**src/orp_pkg.sv**
```systemverilog
`default_nettype none

package orp_pkg;

    // parse phase codes
    localparam logic [1:0] PH_OPCODE      = 2'd0;
    localparam logic [1:0] PH_COUNT       = 2'd1;
    localparam logic [1:0] PH_VALUE       = 2'd2;
    localparam logic [1:0] PH_PAIR_SECOND = 2'd3;

    // event kinds
    localparam logic [3:0] EV_BODY    = 4'd0;
    localparam logic [3:0] EV_MODEL   = 4'd1;
    localparam logic [3:0] EV_NOSEL   = 4'd2;
    localparam logic [3:0] EV_RECOLOR = 4'd3;
    localparam logic [3:0] EV_RETEX   = 4'd4;
    localparam logic [3:0] EV_SLOT    = 4'd5;
    localparam logic [3:0] EV_END     = 4'd6;
    localparam logic [3:0] EV_BUFEND  = 4'd7;
    localparam logic [3:0] EV_UNKNOWN = 4'd8;
    localparam logic [3:0] EV_TRUNC   = 4'd9;

    // opcodes
    localparam logic [7:0] OP_END          = 8'd0;
    localparam logic [7:0] OP_BODY         = 8'd1;
    localparam logic [7:0] OP_MODEL16      = 8'd2;
    localparam logic [7:0] OP_NOSEL        = 8'd3;
    localparam logic [7:0] OP_MODEL32      = 8'd5;
    localparam logic [7:0] OP_RECOLOR      = 8'd40;
    localparam logic [7:0] OP_RETEX        = 8'd41;
    localparam logic [7:0] OP_SLOT16_FIRST = 8'd60;
    localparam logic [7:0] OP_SLOT16_LAST  = 8'd69;
    localparam logic [7:0] OP_SLOT32_FIRST = 8'd70;
    localparam logic [7:0] OP_SLOT32_LAST  = 8'd79;

    typedef struct packed {
        logic [1:0]  phase;
        logic [6:0]  opcode;
        logic [1:0]  byte_in_value;
        logic [31:0] acc;
        logic [15:0] pair_first;
        logic [7:0]  elements_left;
        logic [7:0]  element_position;
        logic [7:0]  count_seen;
        logic        halted;
    } t_state;

    typedef struct packed {
        logic [3:0]         event_kind;
        logic [7:0]         item_index;
        logic [7:0]         list_length;
        logic signed [31:0] value_first;
        logic [15:0]        value_second;
        logic [15:0]        bytes_consumed;
    } t_event;

endpackage

`default_nettype wire

```
**src/orp_rec_if.sv**
```systemverilog
`default_nettype none

interface orp_rec_if;
    logic       valid;
    logic       ready;
    logic [7:0] data_byte;
    logic       first_byte;
    logic       last_byte;

    modport source (output valid, data_byte, first_byte, last_byte, input ready);
    modport sink   (input valid, data_byte, first_byte, last_byte, output ready);
endinterface

`default_nettype wire

```
**src/orp_evt_if.sv**
```systemverilog
`default_nettype none

interface orp_evt_if;
    logic               valid;
    logic               ready;
    logic [3:0]         event_kind;
    logic [7:0]         item_index;
    logic [7:0]         list_length;
    logic signed [31:0] value_first;
    logic [15:0]        value_second;
    logic [15:0]        bytes_consumed;

    modport source (output valid, event_kind, item_index, list_length, value_first,
                    value_second, bytes_consumed, input ready);
    modport sink   (input valid, event_kind, item_index, list_length, value_first,
                    value_second, bytes_consumed, output ready);
endinterface

`default_nettype wire

```
**src/orp_step.sv**
```systemverilog
`default_nettype none

module orp_step import orp_pkg::*; #(
    parameter int POSITION_BITS = 16
) (
    input  wire t_state                   i_state,
    input  wire logic [POSITION_BITS-1:0] i_pos,
    input  wire logic [7:0]               i_data_byte,
    input  wire logic                     i_first_byte,
    input  wire logic                     i_last_byte,
    output t_state                        o_state,
    output logic [POSITION_BITS-1:0]      o_pos,
    output logic                          o_evt_valid,
    output t_event                        o_evt
);

    localparam logic [POSITION_BITS-1:0] POS_MAX = {POSITION_BITS{1'b1}};

    t_state                   st;
    logic [POSITION_BITS-1:0] pos;
    t_event                   ev;
    logic                     ev_valid;
    logic                     stop;
    logic [31:0]              pos_ext;
    logic [15:0]              rpt;
    logic [31:0]              acc_new;
    logic [2:0]               vw;
    logic [2:0]               biv_inc;
    logic [7:0]               op8;
    logic                     is_list;
    logic [7:0]               b;

    always_comb begin
        st       = i_state;
        pos      = i_pos;
        ev       = '0;
        ev_valid = 1'b0;
        stop     = 1'b0;
        b        = i_data_byte;
        op8      = {1'b0, i_state.opcode};
        acc_new  = '0;
        vw       = 3'd2;
        biv_inc  = '0;
        is_list  = 1'b0;
        pos_ext  = '0;
        rpt      = '0;

        if (i_first_byte) begin
            st  = '0;
            pos = '0;
        end

        if (!st.halted) begin
            if (pos != POS_MAX) begin
                pos = pos + 1'b1;
            end
            pos_ext = 32'(pos);
            rpt     = (pos_ext > 32'h0000_FFFF) ? 16'hFFFF : pos_ext[15:0];

            case (st.phase)
                PH_OPCODE: begin
                    st.opcode = b[6:0];
                    if (b == OP_END) begin
                        ev.event_kind     = EV_END;
                        ev.bytes_consumed = rpt;
                        ev_valid          = 1'b1;
                        st.halted         = 1'b1;
                        stop              = 1'b1;
                    end else if (b == OP_BODY ||
                                 (b >= OP_SLOT16_FIRST && b <= OP_SLOT32_LAST)) begin
                        st.phase         = PH_VALUE;
                        st.byte_in_value = '0;
                        st.acc           = '0;
                    end else if (b == OP_MODEL16 || b == OP_MODEL32 ||
                                 b == OP_RECOLOR || b == OP_RETEX) begin
                        st.phase = PH_COUNT;
                    end else if (b == OP_NOSEL) begin
                        ev.event_kind = EV_NOSEL;
                        ev_valid      = 1'b1;
                    end else begin
                        ev.event_kind     = EV_UNKNOWN;
                        ev.bytes_consumed = rpt;
                        ev_valid          = 1'b1;
                        st.halted         = 1'b1;
                        stop              = 1'b1;
                    end
                end
                PH_COUNT: begin
                    st.count_seen       = b;
                    st.elements_left    = b;
                    st.element_position = '0;
                    if (b == 8'd0) begin
                        st.phase = PH_OPCODE;
                    end else begin
                        st.phase         = PH_VALUE;
                        st.byte_in_value = '0;
                        st.acc           = '0;
                    end
                end
                default: begin
                    acc_new = {st.acc[23:0], b};
                    st.acc  = acc_new;
                    if (op8 == OP_BODY) begin
                        vw = 3'd1;
                    end else if (op8 == OP_MODEL32 ||
                                 (op8 >= OP_SLOT32_FIRST && op8 <= OP_SLOT32_LAST)) begin
                        vw = 3'd4;
                    end else begin
                        vw = 3'd2;
                    end
                    is_list = (op8 == OP_MODEL16 || op8 == OP_MODEL32 ||
                               op8 == OP_RECOLOR || op8 == OP_RETEX);
                    biv_inc = {1'b0, st.byte_in_value} + 3'd1;

                    if (biv_inc < vw) begin
                        st.byte_in_value = biv_inc[1:0];
                    end else if ((op8 == OP_RECOLOR || op8 == OP_RETEX) &&
                                 st.phase == PH_VALUE) begin
                        // first half of a pair; hold it for the second value
                        st.pair_first    = acc_new[15:0];
                        st.phase         = PH_PAIR_SECOND;
                        st.byte_in_value = '0;
                        st.acc           = '0;
                    end else begin
                        ev_valid = 1'b1;
                        if (op8 == OP_BODY) begin
                            ev.event_kind  = EV_BODY;
                            ev.value_first = $signed(acc_new);
                        end else if (op8 == OP_MODEL16 || op8 == OP_MODEL32) begin
                            ev.event_kind  = EV_MODEL;
                            ev.item_index  = st.element_position;
                            ev.list_length = st.count_seen;
                            ev.value_first = $signed(acc_new);
                        end else if (op8 == OP_RECOLOR || op8 == OP_RETEX) begin
                            ev.event_kind   = (op8 == OP_RECOLOR) ? EV_RECOLOR : EV_RETEX;
                            ev.item_index   = st.element_position;
                            ev.list_length  = st.count_seen;
                            ev.value_first  = $signed({16'd0, st.pair_first});
                            ev.value_second = acc_new[15:0];
                        end else begin
                            ev.event_kind  = EV_SLOT;
                            ev.item_index  = (op8 >= OP_SLOT32_FIRST) ?
                                             op8 - OP_SLOT32_FIRST : op8 - OP_SLOT16_FIRST;
                            ev.value_first = $signed(acc_new);
                        end

                        if (is_list) begin
                            st.element_position = st.element_position + 8'd1;
                            st.elements_left    = st.elements_left - 8'd1;
                            if (st.elements_left == 8'd0) begin
                                st.phase = PH_OPCODE;
                            end else begin
                                st.phase         = PH_VALUE;
                                st.byte_in_value = '0;
                                st.acc           = '0;
                            end
                        end else begin
                            st.phase = PH_OPCODE;
                        end
                    end
                end
            endcase

            // final byte of the buffer closes the record
            if (i_last_byte && !stop) begin
                st.halted = 1'b1;
                if (ev_valid) begin
                    ev.bytes_consumed = rpt;
                end else begin
                    ev.event_kind     = (st.phase == PH_OPCODE) ? EV_BUFEND : EV_TRUNC;
                    ev.bytes_consumed = rpt;
                    ev_valid          = 1'b1;
                end
            end
        end

        o_state     = st;
        o_pos       = pos;
        o_evt       = ev;
        o_evt_valid = ev_valid;
    end

endmodule

`default_nettype wire

```
**src/opcode_record_parser.sv**
```systemverilog
// Opcode record parser.
// Input channel i_rec carries one record byte per transaction, with first_byte
// marking the start of a record and last_byte the final byte of the buffer.
// Output channel o_evt carries at most one decoded event per input byte: field
// values, list elements with index and count, or an end event with the number
// of bytes consumed. After an end, bytes are dropped until the next first_byte.
// Each event is held in the output register, loaded when its byte is taken.
// Throughput: one byte per cycle while i_rec.ready is high; the parser state and
// the event register both update in the cycle the byte is taken.
// The output is a single register: i_rec.ready is high while that register is
// empty or is being drained, so a stalled receiver holds the event and stops
// input only until it takes it.
// Reset (i_rst_n low at a clock edge) clears the parser state and empties the
// output register; bytes that follow without first_byte start a fresh record.
// POSITION_BITS sets the width of the internal byte counter, which saturates;
// the reported count saturates at 65535.
`default_nettype none

module opcode_record_parser import orp_pkg::*; #(
    parameter int POSITION_BITS = 16
) (
    input  wire logic  i_clk,
    input  wire logic  i_rst_n,
    orp_rec_if.sink    i_rec,
    orp_evt_if.source  o_evt
);

    t_state                   r_state;
    t_state                   n_state;
    logic [POSITION_BITS-1:0] r_pos;
    logic [POSITION_BITS-1:0] n_pos;
    logic                     r_evt_valid;
    t_event                   r_evt;
    t_event                   step_evt;
    logic                     step_valid;
    logic                     rec_acc;

    assign i_rec.ready = !r_evt_valid || o_evt.ready;
    assign rec_acc     = i_rec.valid && i_rec.ready;

    orp_step #(
        .POSITION_BITS(POSITION_BITS)
    ) u_step (
        .i_state      (r_state),
        .i_pos        (r_pos),
        .i_data_byte  (i_rec.data_byte),
        .i_first_byte (i_rec.first_byte),
        .i_last_byte  (i_rec.last_byte),
        .o_state      (n_state),
        .o_pos        (n_pos),
        .o_evt_valid  (step_valid),
        .o_evt        (step_evt)
    );

    always_ff @(posedge i_clk) begin
        if (!i_rst_n) begin
            r_state     <= '0;
            r_pos       <= '0;
            r_evt_valid <= 1'b0;
        end else begin
            if (rec_acc) begin
                r_state     <= n_state;
                r_pos       <= n_pos;
                r_evt_valid <= step_valid;
            end else if (o_evt.ready) begin
                r_evt_valid <= 1'b0;
            end
        end
    end

    always_ff @(posedge i_clk) begin
        if (rec_acc && step_valid) begin
            r_evt <= step_evt;
        end
    end

    assign o_evt.valid          = r_evt_valid;
    assign o_evt.event_kind     = r_evt.event_kind;
    assign o_evt.item_index     = r_evt.item_index;
    assign o_evt.list_length    = r_evt.list_length;
    assign o_evt.value_first    = r_evt.value_first;
    assign o_evt.value_second   = r_evt.value_second;
    assign o_evt.bytes_consumed = r_evt.bytes_consumed;

`ifndef ASSERT_OFF
    // a halted parser drops bytes silently until a new record starts
    a_halted_silent: assert property (@(posedge i_clk) disable iff (!i_rst_n)
        rec_acc && r_state.halted && !i_rec.first_byte |=> !r_evt_valid)
        else $error("event produced while halted");

    // the final byte of a live record always yields an event and halts
    a_last_closes: assert property (@(posedge i_clk) disable iff (!i_rst_n)
        rec_acc && i_rec.last_byte && (!r_state.halted || i_rec.first_byte)
        |=> r_state.halted && r_evt_valid)
        else $error("final byte did not close the record");

    // record end events always count at least the byte that ended them
    a_end_count: assert property (@(posedge i_clk) disable iff (!i_rst_n)
        r_evt_valid && (r_evt.event_kind == EV_END || r_evt.event_kind == EV_BUFEND ||
                        r_evt.event_kind == EV_UNKNOWN || r_evt.event_kind == EV_TRUNC)
        |-> r_evt.bytes_consumed != 16'd0)
        else $error("end event with zero byte count");

    // only pair lists reach the second value of a pair
    a_pair_phase: assert property (@(posedge i_clk) disable iff (!i_rst_n)
        r_state.phase == PH_PAIR_SECOND
        |-> ({1'b0, r_state.opcode} == OP_RECOLOR || {1'b0, r_state.opcode} == OP_RETEX))
        else $error("pair phase under a non-pair opcode");
`endif

endmodule

`default_nettype wire

```
**src/flat_wrapper.sv**
```systemverilog
// flat-port wrapper written by rule: the top's interface ports become plain ports
module opcode_record_parser_flat import orp_pkg::*;
#(
    parameter int POSITION_BITS = 16
)
  (i_clk, i_rst_n, i_rec_valid, i_rec_data_byte, i_rec_first_byte, i_rec_last_byte, i_rec_ready, o_evt_valid, o_evt_event_kind, o_evt_item_index, o_evt_list_length, o_evt_value_first, o_evt_value_second, o_evt_bytes_consumed, o_evt_ready);
  orp_rec_if i_rec_i ();
  orp_evt_if o_evt_i ();
  input  wire logic i_clk;
  input  wire logic i_rst_n;
  input wire logic [$bits(i_rec_i.valid)-1:0] i_rec_valid;
  input wire logic [$bits(i_rec_i.data_byte)-1:0] i_rec_data_byte;
  input wire logic [$bits(i_rec_i.first_byte)-1:0] i_rec_first_byte;
  input wire logic [$bits(i_rec_i.last_byte)-1:0] i_rec_last_byte;
  output wire logic [$bits(i_rec_i.ready)-1:0] i_rec_ready;
  output wire logic [$bits(o_evt_i.valid)-1:0] o_evt_valid;
  output wire logic [$bits(o_evt_i.event_kind)-1:0] o_evt_event_kind;
  output wire logic [$bits(o_evt_i.item_index)-1:0] o_evt_item_index;
  output wire logic [$bits(o_evt_i.list_length)-1:0] o_evt_list_length;
  output wire logic [$bits(o_evt_i.value_first)-1:0] o_evt_value_first;
  output wire logic [$bits(o_evt_i.value_second)-1:0] o_evt_value_second;
  output wire logic [$bits(o_evt_i.bytes_consumed)-1:0] o_evt_bytes_consumed;
  input wire logic [$bits(o_evt_i.ready)-1:0] o_evt_ready;
  assign i_rec_i.valid = i_rec_valid;
  assign i_rec_i.data_byte = i_rec_data_byte;
  assign i_rec_i.first_byte = i_rec_first_byte;
  assign i_rec_i.last_byte = i_rec_last_byte;
  assign i_rec_ready = i_rec_i.ready;
  assign o_evt_valid = o_evt_i.valid;
  assign o_evt_event_kind = o_evt_i.event_kind;
  assign o_evt_item_index = o_evt_i.item_index;
  assign o_evt_list_length = o_evt_i.list_length;
  assign o_evt_value_first = o_evt_i.value_first;
  assign o_evt_value_second = o_evt_i.value_second;
  assign o_evt_bytes_consumed = o_evt_i.bytes_consumed;
  assign o_evt_i.ready = o_evt_ready;
  opcode_record_parser #(.POSITION_BITS(POSITION_BITS)) u_core (.i_clk(i_clk), .i_rst_n(i_rst_n), .i_rec(i_rec_i), .o_evt(o_evt_i));
endmodule
```
**config.mk**
```make
export PLATFORM = sky130hd
export DESIGN_NAME = opcode_record_parser_flat
export DESIGN_NICKNAME = d
export VERILOG_FILES = /design/src/orp_pkg.sv /design/src/orp_rec_if.sv /design/src/orp_evt_if.sv /design/src/orp_step.sv /design/src/opcode_record_parser.sv /design/src/flat_wrapper.sv
export SDC_FILE = /design/constraint.sdc
export NUM_CORES = 1
export LEC_CHECK = 0
export CELL_PAD_IN_SITES_DETAIL_PLACEMENT = 0
export CELL_PAD_IN_SITES_GLOBAL_PLACEMENT = 1
export CORE_AREA = 2 2 114 227
export CTS_CLUSTER_DIAMETER = 100
export CTS_CLUSTER_SIZE = 10
export DETAILED_ROUTE_END_ITERATION = 12
export DIE_AREA = 0 0 116 229
export DONT_BUFFER_PORTS = 1
export PLACE_DENSITY_LB_ADDON = 0.08
export SLEW_MARGIN = 0
export SYNTH_ARGS = -nofsm -noshare
export SYNTH_HDL_FRONTEND = slang
export SYNTH_HIERARCHICAL = 1
export SYNTH_SLANG_ARGS = --single-unit
```
**constraint.sdc**
```tcl
create_clock -name i_clk -period 8.1 [get_ports i_clk]
set_input_delay 1.215 -clock i_clk [delete_from_list [all_inputs] [get_ports i_clk]]
set_output_delay 1.215 -clock i_clk [all_outputs]
set_load 0.005 [all_outputs]
```
==> summary.txt, run 1 <==
Setup path
  • R2R depth: 14
  • Reg2reg start: u_core/r_state[76]
  • CP cell instances: ha_1 -> nor3b_1 -> o31ai_4 -> a41oi_1 -> a21oi_1 -> or3b_2 -> ha_1 -> o21ai_0 -> a32o_1 -> nor3_2 -> o31a_1 -> nand2_1 -> nor2b_4 -> buf_4
  • Worst Path Max Fanout: 76
  • CP delay by family, top: simple AND/OR/NAND/NOR gates
  • Worst Setup SP: u_core/r_state[76]
  • Max incr delay on CP: 840 ps
  • R2r setup slk: 2590 ps
  • CP Launch Type: flop
  • WP buf/inv: 1
  • Worst path arrival time: 5590 ps
  • CP endpoint kind: flop
  • Slowest-stage cell, CP: buf_4
  • Capturing point of the worst reg2reg path: u_core/o_evt.bytes_consumed[7]
  • Crit path top cell by count: ha_1
  • Critical Path RT: 8170 ps
  • Critical path type: flop to flop

Clock tree
  • CTS tree: yes
  • Max Root-Sink Buffers: 2
  • CTS Buf Count: 17
  • Post-CTS Setup Repair Bufs: 0
  • Root Driver: clkbuf_16
  • Reg clk slew, reported paths: 70 ps
  • Hold-fix buffers at CTS: 0
  • Skew-Pair Late Insertion Delay: 460 ps
  • Resized cells post-CTS: 0
  • CTS H-tree depth: 4
  • Num Clock Sinks: 177

Final layout
  • Area Overhead vs Synth: 4.403%
  • Area of the multi-input gates: 5582 sq um
  • ANT cells: 0
  • Share of cells above drive strength 1: 9.027%
  • Number of fill cells: 2496
  • Nets: 1143
  • Sequential Area: 4384 sq um

Timing
  • Worst slew margin: 15.43%
  • Clk_skew: 8.513 ps
  • Final setup fails: 0
  • Hold violation count in the final report: 0
  • Final Cycle Share: 68.07%
  • Count of pins over their slew limit: 0
  • Setup TNS: 0 ps
  • Unrepaired setup endpoints after global routing: no
  • Fin Hold WS: 458.0 ps
  • Worst-Margin Slew: 1269 ps
  • Tmin final: 5514 ps
  • Fmax: 0.1814 GHz

Global routing
  • Vias in the first global route: 7965
  • First-pass GRT wire length: 46750 um
  • GRT overflow: 0
  • Initial antenna violation count: 0
  • Gr usage total: 22.88%
  • Largest net degree at the start of global routing: 186

Min path
  • Hold depth: 2
  • Worst Hold Class: flop to flop
  • Worst Hold Path EP: u_core/r_state[16]
  • Hold path start: u_core/r_state[16]

Synthesis
  • Mapped Area: 10680 sq um
  • Mapped Avg Cell Area: 8.978 sq um
  • Mapped Nets: 1216
  • Synth warn: 6
  • Synth Instances: 1190

Power
  • Static Leakage: 0.003861 uW
  • PD cells: 183.0 nW/um^2
  • Peak supply drop: 132.0 uV

Drt
  • Detailed Route Iter0 Violations: 707
  • Final WL: 29730 um
  • Drc violations: 0
  • Vias: 8470
  • Via/cell ratio: 5.778
  • First drt pass iteration count: 5
  • Post-route ant nets: 0
  • DR WL/cell: 20.28 um

Floorplan
  • Std cell rows: 82
  • Initial core utilization: 43.03%
  • Die width: 116 um
  • # IOs: 100
  • Core area: 24830 sq um
  • Die area: 26560 sq um
  • Chip Height: 229 um

Placed design
  • Port buffer count: 0
  • GPL Wtd Cong: 0.8647
  • Post-DP HPWL: 18240 um

Run
  • Count of maximum capacitance violations: 0

Outcome
  • Status: complete, no violations
[state kept, by name (all words and copies together), names as in the netlist]
name / cells
u_core/o_evt.list_length: 8
u_core/r_pos: 16
u_core/r_state: 76
u_core/o_evt.bytes_consumed: 16
u_core/o_evt.value_second: 16
u_core/o_evt.item_index: 8
u_core/o_evt.valid: 1
u_core/o_evt.value_first: 32
u_core/o_evt.event_kind: 4
[final cells by class]
cell class                      instances  share of cell area (%)
Timing Repair Buffer                   11                  0.7403
Multi-Input combinational cell        890                   50.04
Tap cell                              336                   3.769
Sequential cell                       177                   39.30
Inverter                               20                  0.6730
Clock inverter                         13                   1.503
Clock buffer                           19                   3.971
[layout by cell type, fill, tap and decap left out, drive strengths merged, types with 10 or more instances in the layout]
| cell | instances |
|---|---|
| a31oi | 12 |
| inv | 25 |
| or3 | 13 |
| dfxtp | 93 |
| o211ai | 10 |
| clkbuf | 19 |
| nand4 | 10 |
| nor3 | 32 |
| and3 | 30 |
| nor2b | 20 |
| edfxtp | 84 |
| nor2 | 40 |
| a22o | 27 |
| nand3 | 24 |
| ha | 12 |
| and2 | 14 |
| buf | 11 |
| nand2 | 300 |
| o21ai | 41 |
| mux2i | 104 |
| a21oi | 58 |
| xnor2 | 10 |
[per-stage QoR]
step / worst slack (ps) / std cells / power [uW] / util [%] / cell area [sq um]
6_report: 2586 / 1466 / 2041 / 44.93 / 11150
5_1_grt: 2208 / 1466 / 2115 / 44.93 / 11150
4_1_cts: 2596 / 1466 / 2066 / 44.93 / 11150
3_5_place_dp: 2621 / 1434 / 1186 / 42.47 / 10540
3_3_place_gp: 2876 / 1434 / 1183 / 42.47 / 10540
2_1_floorplan: 369.0 / 1190 / 1177 / - / 10680
[layer usage]
| metal | vias up | track usage, % | routed length [um] |
|---|---|---|---|
| met5 | - | 0 | 0 |
| met4 | 0 | 5.952 | 410 |
| met3 | 27 | 4.763 | 1289 |
| li1 | 4111 | - | - |
| met1 | 4130 | 31.24 | 13680 |
| met2 | 202 | 36.73 | 14350 |
[tightest hold or removal path, stage by stage, from the launching register on]
cell and delay, ps:
dfxtp_1 310, nand2_1 50, mux2i_1 50
[where the power goes]
group	total (uW)	switching, uW	internal [uW]
registers	1000	29.1	974
clock network	876	401	476
logic	162	110	52.2
total	2040	540	1500
[how the worst max path moves through the flow]
stage | depth (start not counted) | end | slack [ps]
2_1_floorplan | 13 | u_core/o_evt.bytes_consumed[0] | 370
3_3_place_gp | 14 | u_core/o_evt.bytes_consumed[14] | 2880
3_5_place_dp | 14 | u_core/o_evt.item_index[4] | 2620
4_1_cts | 14 | u_core/o_evt.item_index[7] | 2600
5_1_grt | 14 | u_core/o_evt.item_index[5] | 2210
6_report | 14 | u_core/o_evt.bytes_consumed[7] | 2590
No activity file was read; power rests on OpenSTA's default activity.
==> run 2: changes to the inputs <==
clock period = 5.2 ns   (was 8.1 ns; I/O delays follow)
==> summary.txt, run 2 (same netlist as run 1, synthesis figures left out) <==
Global routing
  • Gr usage total: 22.68%
  • First-pass GRT wire length: 46370 um
  • Largest net degree at the start of global routing: 186
  • GRT overflow: 0
  • Initial antenna violation count: 0
  • Vias in the first global route: 8088

Clock tree
  • Reg clk slew, reported paths: 70 ps
  • CTS tree: yes
  • Num Clock Sinks: 177
  • Max Root-Sink Buffers: 2
  • CTS Buf Count: 17
  • Hold-fix buffers at CTS: 0
  • Resized cells post-CTS: 0
  • CTS H-tree depth: 4
  • Skew-Pair Late Insertion Delay: 450 ps
  • Post-CTS Setup Repair Bufs: 0
  • Root Driver: clkbuf_16

Min path
  • Worst Hold Class: flop to flop

Setup path
  • Levels on crit path: 14
  • Critical path type: flop to flop
  • Max incr delay on CP: 620 ps
  • CP cell instances: ha_1 -> nor3b_1 -> o31ai_4 -> a41oi_1 -> a21oi_1 -> or3b_2 -> ha_1 -> o21ai_0 -> a32oi_1 -> o211ai_2 -> or4_1 -> a31oi_1 -> nand2_1 -> mux2i_1
  • Worst Path Max Fanout: 15
  • Capturing point of the worst reg2reg path: u_core/r_state[15]
  • Critical Path RT: 5580 ps
  • Worst path arrival time: 4960 ps
  • R2R depth: 14
  • Crit path top cell by count: ha_1
  • R2r setup slk: 620 ps
  • Reg2reg start: u_core/r_state[77]
  • CP endpoint kind: flop
  • Worst Setup SP: u_core/r_state[77]
  • CP delay by family, top: simple AND/OR/NAND/NOR gates
  • WP buf/inv: 0
  • CP Launch Type: flop
  • Slowest-stage cell, CP: or4_1
  • Critical path endpoint: u_core/r_state[15]

Timing
  • Hold violation count in the final report: 0
  • Clk_skew: 11.17 ps
  • Final setup fails: 0
  • Count of pins over their slew limit: 0
  • Unrepaired setup endpoints after global routing: no
  • Tmin final: 4580 ps
  • Fmax: 0.2183 GHz
  • Worst slew margin: 39.14%
  • Final Cycle Share: 88.08%
  • Setup TNS: 0 ps
  • Worst-Margin Slew: 913.0 ps

Floorplan
  • Die area: 26560 sq um
  • Chip Height: 229 um
  • # IOs: 100
  • Initial core utilization: 43.03%
  • Die width: 116 um
  • Core area: 24830 sq um
  • Std cell rows: 82

Final layout
  • Most common cell after layout, fill and taps aside: nand2_1
  • Nets: 1150
  • Share of cells above drive strength 1: 9.411%
  • Largest register FFs: 76
  • Area Overhead vs Synth: 4.813%
  • Number of fill cells: 2528
  • Largest register by flop count: u_core/r_state
  • ANT cells: 0
  • Most frequent cells in the layout: 300 x nand2_1, 104 x mux2i_1, 93 x dfxtp_1, 84 x edfxtp_1, 57 x a21oi_1

Power
  • PD cells: 280.3 nW/um^2
  • Tot Pwr: 3139 uW
  • Peak supply drop: 209.1 uV
  • Static Leakage: 0.003892 uW

Placed design
  • Port buffer count: 0
  • GPL Wtd Cong: 0.8689
  • Post-DP HPWL: 18580 um

Drt
  • First drt pass iteration count: 5
  • DR WL/cell: 20.07 um
  • Detailed Route Iter0 Violations: 586
  • Via/cell ratio: 5.792
  • Vias: 8531
  • Post-route ant nets: 0
  • Drc violations: 0
  • Final WL: 29570 um

Outcome
  • Status: complete, no violations

Run
  • Count of maximum capacitance violations: 0
run 2: cell count changes in the layout (fill, tap and decap cells not counted), sizes merged:
cell	delta
buf	+7
clkbuf	+1
clkinv	-1
run 2: report_power, final:
| group | leakage, uW | internal [uW] | switching [uW] |
|---|---|---|---|
| Clock | 0.000290 | 734 | 588 |
| Sequential | 0.00158 | 1520 | 47.3 |
| Combinational | 0.00202 | 86.1 | 168 |
run 2: worst reg2reg max path, cell delays in order, from the launching register on:
cell,delay [ps]
dfxtp_1,490
ha_1,330
nor3b_1,500
o31ai_4,170
a41oi_1,210
a21oi_1,80
or3b_2,470
ha_1,300
o21ai_0,150
a32oi_1,440
o211ai_2,410
or4_1,630
a31oi_1,170
nand2_1,60
mux2i_1,120
run 2: worst min-delay path by stage:
stage,slack [ps],depth (start not counted),end,start
after floorplan,430,2,u_core/r_state[16],u_core/r_state[16]
after global placement,440,2,u_core/r_state[30],u_core/r_state[30]
after detailed placement,450,2,u_core/r_state[74],u_core/r_state[74]
after CTS,460,2,u_core/r_state[31],u_core/r_state[31]
after global routing,490,2,u_core/r_state[25],u_core/r_state[25]
final,460,2,u_core/r_state[27],u_core/r_state[27]
run 2: layout make-up:
class	instances	area, sq um	share of cell area (%)
Multi-Input combinational cell	890	5577	49.80
Sequential cell	177	4384	39.15
Clock buffer	20	446.7	3.989
Tap cell	336	420.4	3.754
Clock inverter	12	147.6	1.318
Timing Repair Buffer	18	147.6	1.318
Inverter	20	75.07	0.6704
run 2: through the flow:
stage               hold slack (ps)  instances  util, %  area (sq um)  setup WS [ps]
floorplan                     430.2       1190        -         10690          329.1
global placement              438.4       1441    42.71         10600          902.0
detailed placement            448.0       1441    42.71         10600          708.6
CTS                           460.0       1473    45.10         11200          689.6
global route                  486.9       1473    45.10         11200          241.9
finish                        457.6       1473    45.10         11200          619.7
run 2: metal layers:
layer | share of wire (%) | GRT usage, %
met3 | 4.6 | 4.419
met5 | 0 | 0
met1 | 45 | 31.12
met4 | 2.5 | 7.515
met2 | 48 | 35.73
